## src/hw/rtl/sit_pkg.sv

```systemverilog
`timescale 1ns / 1ps

package sit_pkg;

    localparam int ELAPSED_BITS = 32;
    localparam int DUR_W        = 32;
    localparam int SCALE_W      = 16;
    localparam int SCALE_FRAC   = 8;
    localparam int CMD_W        = 3;
    localparam int DELTA_W      = 16;
    localparam int FRAC_W       = 16;
    localparam int PROG_W       = FRAC_W + 1;
    localparam int PROD_W       = DELTA_W + SCALE_W;
    localparam int INC_W        = PROD_W - SCALE_FRAC;
    localparam int SUM_W        = ((ELAPSED_BITS > INC_W) ? ELAPSED_BITS : INC_W) + 1;
    localparam int CMP_W        = (ELAPSED_BITS > DUR_W) ? ELAPSED_BITS : DUR_W;
    localparam int MOD_STEPS    = ELAPSED_BITS;
    localparam int PROG_STEPS   = FRAC_W;
    localparam int STEP_MAX     = (MOD_STEPS > PROG_STEPS) ? MOD_STEPS : PROG_STEPS;
    localparam int CNT_W        = $clog2(STEP_MAX + 1);
    localparam int CFG_IDX_W    = 2;
    localparam int CFG_DATA_W   = DUR_W;

    localparam logic [CMD_W-1:0] CMD_TICK   = 3'd0;
    localparam logic [CMD_W-1:0] CMD_START  = 3'd1;
    localparam logic [CMD_W-1:0] CMD_STOP   = 3'd2;
    localparam logic [CMD_W-1:0] CMD_PAUSE  = 3'd3;
    localparam logic [CMD_W-1:0] CMD_RESUME = 3'd4;

    localparam logic [CFG_IDX_W-1:0] CFG_DURATION   = 2'd0;
    localparam logic [CFG_IDX_W-1:0] CFG_LOOP_MODE  = 2'd1;
    localparam logic [CFG_IDX_W-1:0] CFG_TIME_SCALE = 2'd2;

    localparam logic [SCALE_W-1:0] TIME_SCALE_RST = SCALE_W'(256);
    localparam logic [PROG_W-1:0]  PROGRESS_ONE   = PROG_W'(1) << FRAC_W;

    typedef struct packed {
        logic start;
        logic is_mod;
    } t_div_req;

    typedef struct packed {
        logic busy;
        logic done;
    } t_div_sts;

endpackage

```

## src/hw/rtl/sit_cmd_if.sv

```systemverilog
`timescale 1ns / 1ps

interface sit_cmd_if;
    logic                       valid;
    logic                       ready;
    logic [sit_pkg::CMD_W-1:0]   command;
    logic [sit_pkg::DELTA_W-1:0] delta;

    modport source (output valid, output command, output delta, input ready);
    modport sink   (input valid, input command, input delta, output ready);
endinterface

```

## src/hw/rtl/sit_res_if.sv

```systemverilog
`timescale 1ns / 1ps

interface sit_res_if;
    logic                      valid;
    logic                      ready;
    logic [sit_pkg::PROG_W-1:0] progress;
    logic                      finished;
    logic                      running;

    modport source (output valid, output progress, output finished, output running, input ready);
    modport sink   (input valid, input progress, input finished, input running, output ready);
endinterface

```

## src/hw/rtl/scaled_interval_timer_core.sv

```systemverilog
`timescale 1ns / 1ps
// Path to the result register: start, stop, pause, resume, unused codes and stopped ticks go
// to ST_FIN; a running tick goes ST_ADD, ST_CMP, then ST_FIN if it ends a period without a wrap,
// else ST_DIVP for the progress division or ST_DIVM for a loop-mode wrap, then ST_FIN.
// Throughput: one item at a time; the next item is taken in the cycle after the result register
// loads, and the shared restoring divider, one bit per cycle, sets the cost of a tick.
// Reset (synchronous, active low) clears elapsed, progress and flags and loads register defaults.

module scaled_interval_timer_core (
    input  logic                          i_clk,
    input  logic                          i_rst_n,
    sit_cmd_if.sink                       i_cmd,
    sit_res_if.source                     o_res,
    input  logic                          i_cfg_we,
    input  logic [sit_pkg::CFG_IDX_W-1:0]  i_cfg_idx,
    input  logic [sit_pkg::CFG_DATA_W-1:0] i_cfg_data
);
    import sit_pkg::*;

    localparam logic [2:0] ST_IDLE = 3'd0;
    localparam logic [2:0] ST_ADD  = 3'd1;
    localparam logic [2:0] ST_CMP  = 3'd2;
    localparam logic [2:0] ST_DIVP = 3'd3;
    localparam logic [2:0] ST_DIVM = 3'd4;
    localparam logic [2:0] ST_FIN  = 3'd5;

    logic [2:0]              r_state;
    logic [DUR_W-1:0]        r_duration;
    logic                    r_loop;
    logic [SCALE_W-1:0]      r_scale;
    logic [ELAPSED_BITS-1:0] r_elapsed;
    logic [PROG_W-1:0]       r_progress;
    logic                    r_running;
    logic                    r_done;
    logic [PROD_W-1:0]       r_prod;
    logic                    r_out_valid;
    logic [PROG_W-1:0]       r_out_prog;
    logic                    r_out_fin;
    logic                    r_out_run;

    logic [INC_W-1:0]        w_inc;
    logic [SUM_W-1:0]        n_sum;
    logic [ELAPSED_BITS-1:0] n_elapsed;
    logic                    w_reached;
    logic                    w_dur_zero;
    logic [CMP_W-1:0]        w_rem_ext;

    t_div_req                w_div_req;
    t_div_sts                w_div_sts;
    logic [FRAC_W-1:0]       w_quo;
    logic [DUR_W-1:0]        w_rem;

    assign w_inc      = r_prod[PROD_W-1:SCALE_FRAC];
    assign n_sum      = SUM_W'(r_elapsed) + SUM_W'(w_inc);
    assign n_elapsed  = (|n_sum[SUM_W-1:ELAPSED_BITS]) ? '1 : n_sum[ELAPSED_BITS-1:0];
    assign w_reached  = (CMP_W'(r_elapsed) >= CMP_W'(r_duration));
    assign w_dur_zero = (r_duration == '0);
    assign w_rem_ext  = CMP_W'(w_rem);

    // A zero duration always counts as reached, so the progress division
    // only ever sees a nonzero divisor.
    assign w_div_req.start  = (r_state == ST_CMP) &&
                              (!w_reached || (r_loop && !w_dur_zero));
    assign w_div_req.is_mod = w_reached;

    sit_div u_div (
        .i_clk     (i_clk),
        .i_rst_n   (i_rst_n),
        .i_req     (w_div_req),
        .i_elapsed (r_elapsed),
        .i_divisor (r_duration),
        .o_sts     (w_div_sts),
        .o_quo     (w_quo),
        .o_rem     (w_rem)
    );

    assign i_cmd.ready    = (r_state == ST_IDLE);
    assign o_res.valid    = r_out_valid;
    assign o_res.progress = r_out_prog;
    assign o_res.finished = r_out_fin;
    assign o_res.running  = r_out_run;

    always_ff @(posedge i_clk) begin
        if (!i_rst_n) begin
            r_state     <= ST_IDLE;
            r_duration  <= '0;
            r_loop      <= 1'b0;
            r_scale     <= TIME_SCALE_RST;
            r_elapsed   <= '0;
            r_progress  <= '0;
            r_running   <= 1'b0;
            r_done      <= 1'b0;
            r_out_valid <= 1'b0;
        end else begin
            if (i_cfg_we) begin
                case (i_cfg_idx)
                    CFG_DURATION:   r_duration <= i_cfg_data[DUR_W-1:0];
                    CFG_LOOP_MODE:  r_loop     <= i_cfg_data[0];
                    CFG_TIME_SCALE: r_scale    <= i_cfg_data[SCALE_W-1:0];
                    default:        ;
                endcase
            end

            if ((r_state == ST_FIN) && (!r_out_valid || o_res.ready)) begin
                r_out_valid <= 1'b1;
            end else if (o_res.ready) begin
                r_out_valid <= 1'b0;
            end

            case (r_state)
                ST_IDLE: begin
                    if (i_cmd.valid) begin
                        r_state <= ((i_cmd.command == CMD_TICK) && r_running) ? ST_ADD : ST_FIN;
                        case (i_cmd.command)
                            CMD_TICK:   r_done <= 1'b0;
                            CMD_START: begin
                                r_running <= 1'b1;
                                r_elapsed <= '0;
                            end
                            CMD_STOP: begin
                                r_running <= 1'b0;
                                r_elapsed <= '0;
                            end
                            CMD_PAUSE:  r_running <= 1'b0;
                            CMD_RESUME: r_running <= 1'b1;
                            default:    ;
                        endcase
                    end
                end
                ST_ADD: begin
                    r_elapsed <= n_elapsed;
                    r_state   <= ST_CMP;
                end
                ST_CMP: begin
                    if (w_reached) begin
                        r_done     <= 1'b1;
                        r_progress <= w_dur_zero ? '0 : PROGRESS_ONE;
                        if (r_loop && !w_dur_zero) begin
                            r_state <= ST_DIVM;
                        end else begin
                            r_elapsed <= '0;
                            if (!r_loop) begin
                                r_running <= 1'b0;
                            end
                            r_state <= ST_FIN;
                        end
                    end else begin
                        r_state <= ST_DIVP;
                    end
                end
                ST_DIVP: begin
                    if (w_div_sts.done) begin
                        r_progress <= {1'b0, w_quo};
                        r_state    <= ST_FIN;
                    end
                end
                ST_DIVM: begin
                    if (w_div_sts.done) begin
                        r_elapsed <= w_rem_ext[ELAPSED_BITS-1:0];
                        r_state   <= ST_FIN;
                    end
                end
                ST_FIN: begin
                    if (!r_out_valid || o_res.ready) begin
                        r_state <= ST_IDLE;
                    end
                end
                default: r_state <= ST_IDLE;
            endcase
        end
    end

    always_ff @(posedge i_clk) begin
        if ((r_state == ST_IDLE) && i_cmd.valid) begin
            r_prod <= PROD_W'(i_cmd.delta) * PROD_W'(r_scale);
        end
        if ((r_state == ST_FIN) && (!r_out_valid || o_res.ready)) begin
            r_out_prog <= r_progress;
            r_out_fin  <= r_done;
            r_out_run  <= r_running;
        end
    end

`ifndef ASSERT_OFF
    a_progress_max: assert property (@(posedge i_clk) disable iff (!i_rst_n)
        r_progress <= PROGRESS_ONE)
        else $error("progress above one");

    a_wrap_below_dur: assert property (@(posedge i_clk) disable iff (!i_rst_n)
        ((r_state == ST_DIVM) && w_div_sts.done) |=>
            (CMP_W'(r_elapsed) < CMP_W'(r_duration)))
        else $error("wrapped elapsed not below duration");

    a_divp_nonzero: assert property (@(posedge i_clk) disable iff (!i_rst_n)
        ((r_state == ST_CMP) && !w_reached) |-> !w_dur_zero)
        else $error("progress division with zero duration");

    a_add_running: assert property (@(posedge i_clk) disable iff (!i_rst_n)
        (r_state == ST_ADD) |-> r_running)
        else $error("elapsed update on a stopped timer");
`endif

endmodule

```

## src/hw/rtl/sit_div.sv

```systemverilog
`timescale 1ns / 1ps

module sit_div (
    input  logic                            i_clk,
    input  logic                            i_rst_n,
    input  sit_pkg::t_div_req               i_req,
    input  logic [sit_pkg::ELAPSED_BITS-1:0] i_elapsed,
    input  logic [sit_pkg::DUR_W-1:0]        i_divisor,
    output sit_pkg::t_div_sts               o_sts,
    output logic [sit_pkg::FRAC_W-1:0]       o_quo,
    output logic [sit_pkg::DUR_W-1:0]        o_rem
);
    import sit_pkg::*;

    logic                    r_busy;
    logic                    r_done;
    logic [CNT_W-1:0]        r_cnt;
    logic [DUR_W-1:0]        r_rem;
    logic [ELAPSED_BITS-1:0] r_num;
    logic [FRAC_W-1:0]       r_quo;

    logic [CMP_W-1:0] w_el_ext;
    logic [DUR_W:0]   w_trial;
    logic [DUR_W:0]   w_diff;
    logic             w_ge;

    // One restoring step per cycle: bring down the next dividend bit and
    // subtract the divisor when it fits.
    assign w_el_ext = CMP_W'(i_elapsed);
    assign w_trial  = {r_rem, r_num[ELAPSED_BITS-1]};
    assign w_diff   = w_trial - {1'b0, i_divisor};
    assign w_ge     = (w_trial >= {1'b0, i_divisor});

    always_ff @(posedge i_clk) begin
        if (!i_rst_n) begin
            r_busy <= 1'b0;
            r_done <= 1'b0;
            r_cnt  <= '0;
        end else begin
            r_done <= 1'b0;
            if (i_req.start) begin
                r_busy <= 1'b1;
                r_cnt  <= i_req.is_mod ? CNT_W'(MOD_STEPS) : CNT_W'(PROG_STEPS);
            end else if (r_busy) begin
                r_cnt <= r_cnt - CNT_W'(1);
                if (r_cnt == CNT_W'(1)) begin
                    r_busy <= 1'b0;
                    r_done <= 1'b1;
                end
            end
        end
    end

    // For progress the remainder starts at elapsed (known below the divisor)
    // and zeros are shifted in; for the wrap it starts at zero and the
    // elapsed count is shifted in.
    always_ff @(posedge i_clk) begin
        if (i_req.start) begin
            r_rem <= i_req.is_mod ? '0 : w_el_ext[DUR_W-1:0];
            r_num <= i_req.is_mod ? i_elapsed : '0;
            r_quo <= '0;
        end else if (r_busy) begin
            r_rem <= w_ge ? w_diff[DUR_W-1:0] : w_trial[DUR_W-1:0];
            r_num <= {r_num[ELAPSED_BITS-2:0], 1'b0};
            r_quo <= {r_quo[FRAC_W-2:0], w_ge};
        end
    end

    assign o_sts.busy = r_busy;
    assign o_sts.done = r_done;
    assign o_quo      = r_quo;
    assign o_rem      = r_rem;

`ifndef ASSERT_OFF
    a_done_after_busy: assert property (@(posedge i_clk) disable iff (!i_rst_n)
        r_done |-> $past(r_busy))
        else $error("divider done without a running division");

    a_no_restart: assert property (@(posedge i_clk) disable iff (!i_rst_n)
        i_req.start |-> !r_busy)
        else $error("divider started while busy");

    a_rem_below_div: assert property (@(posedge i_clk) disable iff (!i_rst_n)
        (r_done && (i_divisor != '0)) |-> (r_rem < i_divisor))
        else $error("divider remainder not below divisor");
`endif

endmodule
```

## src/flat_wrapper.sv

```systemverilog
// flat-port wrapper written by rule: the top's interface ports become plain ports
module scaled_interval_timer_core_flat import sit_pkg::*;
  (i_clk, i_rst_n, i_cfg_we, i_cfg_idx, i_cfg_data, i_cmd_valid, i_cmd_command, i_cmd_delta, i_cmd_ready, o_res_valid, o_res_progress, o_res_finished, o_res_running, o_res_ready);
  sit_cmd_if i_cmd_i ();
  sit_res_if o_res_i ();
  input  logic i_clk;
  input  logic i_rst_n;
  input  logic i_cfg_we;
  input  logic [sit_pkg::CFG_IDX_W-1:0] i_cfg_idx;
  input  logic [sit_pkg::CFG_DATA_W-1:0] i_cfg_data;
  input wire logic [$bits(i_cmd_i.valid)-1:0] i_cmd_valid;
  input wire logic [$bits(i_cmd_i.command)-1:0] i_cmd_command;
  input wire logic [$bits(i_cmd_i.delta)-1:0] i_cmd_delta;
  output wire logic [$bits(i_cmd_i.ready)-1:0] i_cmd_ready;
  output wire logic [$bits(o_res_i.valid)-1:0] o_res_valid;
  output wire logic [$bits(o_res_i.progress)-1:0] o_res_progress;
  output wire logic [$bits(o_res_i.finished)-1:0] o_res_finished;
  output wire logic [$bits(o_res_i.running)-1:0] o_res_running;
  input wire logic [$bits(o_res_i.ready)-1:0] o_res_ready;
  assign i_cmd_i.valid = i_cmd_valid;
  assign i_cmd_i.command = i_cmd_command;
  assign i_cmd_i.delta = i_cmd_delta;
  assign i_cmd_ready = i_cmd_i.ready;
  assign o_res_valid = o_res_i.valid;
  assign o_res_progress = o_res_i.progress;
  assign o_res_finished = o_res_i.finished;
  assign o_res_running = o_res_i.running;
  assign o_res_i.ready = o_res_ready;
  scaled_interval_timer_core u_core (.i_clk(i_clk), .i_rst_n(i_rst_n), .i_cmd(i_cmd_i), .o_res(o_res_i), .i_cfg_we(i_cfg_we), .i_cfg_idx(i_cfg_idx), .i_cfg_data(i_cfg_data));
endmodule
```

## config.mk

```make
export PLATFORM = sky130hd
export DESIGN_NAME = scaled_interval_timer_core_flat
export DESIGN_NICKNAME = d
export VERILOG_FILES = /design/src/hw/rtl/sit_pkg.sv /design/src/hw/rtl/sit_cmd_if.sv /design/src/hw/rtl/sit_res_if.sv /design/src/hw/rtl/scaled_interval_timer_core.sv /design/src/hw/rtl/sit_div.sv /design/src/flat_wrapper.sv
export SDC_FILE = /design/constraint.sdc
export NUM_CORES = 1
export LEC_CHECK = 0
export ABC_AREA = 1
export BUFFER_PORTS_ARGS = -buffer_cell sky130_fd_sc_hd__buf_2
export CAP_MARGIN = 30
export CORE_MARGIN = 1
export CORE_UTILIZATION = 45
export DETAILED_ROUTE_END_ITERATION = 8
export GPL_TIMING_DRIVEN = 0
export PLACE_DENSITY = 0.57
export SYNTH_ARGS = -nofsm -noshare
export SYNTH_HDL_FRONTEND = slang
export SYNTH_SLANG_ARGS = --single-unit
```

## constraint.sdc

```tcl
create_clock -name i_clk -period 13.5 [get_ports i_clk]
set_input_delay 2.7 -clock i_clk [delete_from_list [all_inputs] [get_ports i_clk]]
set_output_delay 2.7 -clock i_clk [all_outputs]
set_load 0.05 [all_outputs]
```

==> results.md <==
* Run status: complete, but fails checks
* Violations in the final reports: design-rule violations
* Required time at the worst-slack endpoint at roughly 14 ns
* Reg2reg setup slack at around 6.8 ns
* Wire length of the first global-routing pass at about 120000 um
* GP Congestion at slightly above 0.9
* Critical Path Source Type: input port
* Count of routing violations after the opening detailed-route iteration at 1505
* Via density per instance at approximately 5.2
* Final worst-path cycle share at a little over three fifths
* Clock latency at the later pin of the worst-skew pair at approximately 0.57 ns
* Prevailing post-synth register cell: sky130_fd_sc_hd__dfxtp_1
* Cell with the most instances on the worst path: sky130_fd_sc_hd__fa_1
* EDFF count, synth at about 110
* Ant. Diodes at 0
* Skew final at 0.0331 ns
* Final nets at 3988
* Initial antenna violation count at 0
* Path type of the worst min-delay path: flop to flop
* Mean area per synthesized cell at between 7 and 8 sq um
* Remaining max-slew budget at the tightest pin at about 34%
* CTS Hold Buffers Added at 0
* Synthesis Warnings at 0
* Maximum number of pins on one net before global-route repair at 65
* Syn nets at 3893
* Die Y at roughly 230 um
* Post-route non-filler standard cell count at 4252
* Largest incremental delay on the critical path at 0.56 ns
* Unrepaired setup endpoints after global routing: false
* Average wire per cell in the routed design at 18.5 um
* Number of remaining DRC errors at 4
* Total half-perimeter wirelength after legalization and detailed placement at 66200 um
* I/O pin count at 79
* Mapped Cells at approximately 3.4k
* Total Routing Usage GR at ~29%
* Dominant cells by area after synthesis: sky130_fd_sc_hd__nand2_1 17%, sky130_fd_sc_hd__fa_1 16%, sky130_fd_sc_hd__edfxtp_1 13%, sky130_fd_sc_hd__dfxtp_1 11%, sky130_fd_sc_hd__inv_1 10%
* Cell with the biggest individual delay on the critical path: sky130_fd_sc_hd__fa_1
* Depth of the CTS H-tree at 1
* Placement-stage cell area at around 25000 sq um
* Category of cells accounting for the largest share of critical-path delay: adder cells
* Length of routed met3 wiring at roughly 3900 um
* Buf+Inv Stages, Crit Path at 5
* Worst hold margin at between 0.4 and 0.5 ns
* Total of flip-flops plus latches after synthesis at approximately 240
* GRT Residual Overflow at 0
* Hold Violations, Final at 0
* Maximum number of buffers from clock root to sink at 3
* Post-layout instance area at between 20000 and 30000 sq um
* Standard-cell rows at 84
* FILL cells at roughly 5.4k
* Number of CTS-inserted buffers at 27
* Length of routed met2 wiring at around 37000 um
* Setup violators final at 0
* Initial core utilization at 45.8%
* Cells along the critical path: clkbuf_1 -> clkbuf_1 -> nand2_1 -> fa_1 -> fa_1 -> fa_1 -> inv_1 -> fa_1 -> fa_1 -> inv_1 -> fa_1 -> inv_1 -> ha_1 -> a21oi_1 -> o21ai_0 -> a21oi_1 -> nand2_1 -> a21oi_1 -> o21ai_0 -> xor2_1
* Sequential cell area fraction in the yosys report at a little under a quarter
* Ratio of total power to cell area at slightly below 200 nW/um^2
* Leak pwr at between 10 and 15 nW
* Via count of the first global-routing pass at about 22k
* Transition time of the tightest slew-check pin at 0.996 ns
* CTS tree: built
* Router iterations before antenna repair at 7
* Worst IR drop on VDD at about 0.11 mV
* Number of maximum-capacitance constraint violations at 0
* Kind of end point of the critical path: flop
* FFs w/ async S/R, synth at 0%
* Cell area after synthesis at 24200 sq um
* Fraction of post-synthesis cell area in the top cell type by area at roughly 17%
* Post-route minimum period at about 8.5 ns
* Clock transition time at the flip-flop clock pins of the worst setup and hold paths at around 0.060 ns
* Final count of pins violating max slew at 0
* Post-Route Setup TNS at 0 ns
* Highest fanout seen on the critical path at 10
* Met1 wire length at approximately 35000 um
* Highest metal layer used by the detailed router: met4
* Vias at ~22k
* Biggest area consumer among synthesized cells: sky130_fd_sc_hd__nand2_1
* Root Buffer Master: sky130_fd_sc_hd__clkbuf_16
* Final WL at about 79000 um
* Data arrival time of the critical path at a little under 9 ns
* FMAX at around 120 MHz
* Number of cells after detailed placement at 4203
* Placeable core area at ~53000 sq um
* Fraction of final layout cells sized beyond drive strength 1 at 5.89%
* Crit Path Class: input port to flop
* Yosys cell types at 54
* Area of the die at 54700 sq um
* Count of nets left with antenna violations after detail routing at 0
* Post-cts gate resize count at 0
* Chip Width at ~230 um
* Layout-stage area growth over the synthesis result at 8.85%
* Port buffer count at 64
* Post-CTS Setup Bufs at 0
* CTS sink count at 235
-- cells in the mapped netlist, types with 6 or more instances --
master,instances
sky130_fd_sc_hd__nand2_1,1085
sky130_fd_sc_hd__inv_1,668
sky130_fd_sc_hd__nor2_1,306
sky130_fd_sc_hd__fa_1,195
sky130_fd_sc_hd__ha_1,191
sky130_fd_sc_hd__a21oi_1,140
sky130_fd_sc_hd__nand3_1,133
sky130_fd_sc_hd__dfxtp_1,128
sky130_fd_sc_hd__o21ai_0,128
sky130_fd_sc_hd__edfxtp_1,107
sky130_fd_sc_hd__clkbuf_1,86
sky130_fd_sc_hd__nor3_1,30
sky130_fd_sc_hd__xor2_1,29
sky130_fd_sc_hd__nand4_1,27
sky130_fd_sc_hd__xnor2_1,24
sky130_fd_sc_hd__buf_2,21
sky130_fd_sc_hd__a211oi_1,17
sky130_fd_sc_hd__nand2_2,16
sky130_fd_sc_hd__buf_6,14
sky130_fd_sc_hd__o21ai_2,12
sky130_fd_sc_hd__a21o_1,11
sky130_fd_sc_hd__inv_2,7
sky130_fd_sc_hd__nor2_2,7
sky130_fd_sc_hd__nor4_1,7
sky130_fd_sc_hd__o21a_1,6
-- routing by layer --
metal,global-route usage [%],vias up
li1,-,10700
met3,2.21,125
met5,0,-
met1,39.2,10500
met2,49.8,619
met4,10.1,0
-- area by class of cell --
class | instances | area [sq um] | area share [%]
Tap cell | 688 | 861 | 3.27
Multi-Input combinational cell | 2411 | 15300 | 58.0
Sequential cell | 235 | 5780 | 21.9
Clock inverter | 9 | 98.8 | 0.375
Buffer | 127 | 628 | 2.38
Clock buffer | 40 | 806 | 3.06
Timing Repair Buffer | 66 | 363 | 1.38
Inverter | 676 | 2540 | 9.63
-- logic make-up (layout without fill, tap and decap cells) --
kind of cell	after synthesis	in the layout	synth area share, %
fa+ha+maj	386	386	26.0
buf+inv	803	918	13.1
flops	235	235	23.9
simple gates	1636	1636	27.4
compound gates	336	336	7.69
xor+xnor	53	53	1.92
-- worst paths after layout --
kind                                     to  depth (start not counted)             startpoint
hold / removal    u_core.o_res.progress[12]                          0  u_core.r_progress[12]
hold reg to reg   u_core.o_res.progress[12]                          0  u_core.r_progress[12]
setup reg to reg          u_core.r_prod[25]                         20     u_core.r_scale[11]
setup / recovery          u_core.r_prod[22]                         20        i_cmd_delta[10]
-- sequential cells by signal (all words and copies together) (netlist names) --
signal	flops
u_core.r_prod	24
u_core.u_div.r_done	1
u_core.o_res.progress	17
u_core.r_progress	17
u_core.r_done	1
u_core.r_state	3
u_core.u_div.r_cnt	6
u_core.o_res.valid	1
u_core.u_div.r_busy	1
u_core.r_scale	16
u_core.r_loop	1
u_core.u_div.r_num	32
u_core.o_res.finished	1
u_core.u_div.o_rem	32
u_core.r_running	1
u_core.r_duration	32
u_core.u_div.o_quo	16
u_core.r_elapsed	32
u_core.o_res.running	1
-- stage by stage --
| step | util [%] | setup WS, ns | power (mW) |
|---|---|---|---|
| 3_3_place_gp | 48.0 | 4.48 | 4.41 |
| 2_1_floorplan | - | 5.61 | 3.46 |
| 4_1_cts | 49.8 | 5.02 | 5.22 |
| 6_report | 49.8 | 5.03 | 5.22 |
| 5_1_grt | 49.8 | 4.65 | 5.69 |
| 3_5_place_dp | 48.1 | 4.43 | 4.45 |
-- power by group --
part           switching (mW)  total, mW  internal, mW  leakage, nW
combinational            2.10       3.16          1.06         11.7
clock                   0.299      0.748         0.449        0.448
sequential              0.243       1.31          1.07         2.04
-- cell usage in the layout, fill, tap and decap left out, types with 3 or more instances in the layout --
master / Yosys / layout
sky130_fd_sc_hd__nor3_1: 30 / 30
sky130_fd_sc_hd__nand2_1: 1085 / 1084
sky130_fd_sc_hd__clkbuf_8: 0 / 6
sky130_fd_sc_hd__a21o_1: 11 / 11
sky130_fd_sc_hd__dfxtp_1: 128 / 128
sky130_fd_sc_hd__nand3b_1: 3 / 3
sky130_fd_sc_hd__nor4_1: 7 / 7
sky130_fd_sc_hd__o21a_1: 6 / 6
sky130_fd_sc_hd__nand4_1: 27 / 27
sky130_fd_sc_hd__a21oi_1: 140 / 140
sky130_fd_sc_hd__nor2_2: 7 / 9
sky130_fd_sc_hd__clkbuf_1: 86 / 92
sky130_fd_sc_hd__buf_6: 14 / 14
sky130_fd_sc_hd__nand2_2: 16 / 16
sky130_fd_sc_hd__o21ai_0: 128 / 128
sky130_fd_sc_hd__buf_2: 21 / 85
sky130_fd_sc_hd__ha_1: 191 / 191
sky130_fd_sc_hd__a211oi_1: 17 / 17
sky130_fd_sc_hd__clkinv_2: 0 / 5
sky130_fd_sc_hd__edfxtp_1: 107 / 107
sky130_fd_sc_hd__inv_2: 7 / 7
sky130_fd_sc_hd__a31oi_1: 3 / 3
sky130_fd_sc_hd__nand2_4: 4 / 5
sky130_fd_sc_hd__clkbuf_16: 0 / 28
sky130_fd_sc_hd__xnor2_1: 24 / 24
sky130_fd_sc_hd__inv_1: 668 / 668
sky130_fd_sc_hd__xor2_1: 29 / 29
sky130_fd_sc_hd__o21bai_1: 4 / 4
sky130_fd_sc_hd__nand3_1: 133 / 133
sky130_fd_sc_hd__nor2_1: 306 / 304
sky130_fd_sc_hd__and2_1: 4 / 4
sky130_fd_sc_hd__fa_1: 195 / 195
sky130_fd_sc_hd__o21ai_1: 4 / 4
sky130_fd_sc_hd__o21ai_2: 12 / 12
(Power assumes the default switching activity.)
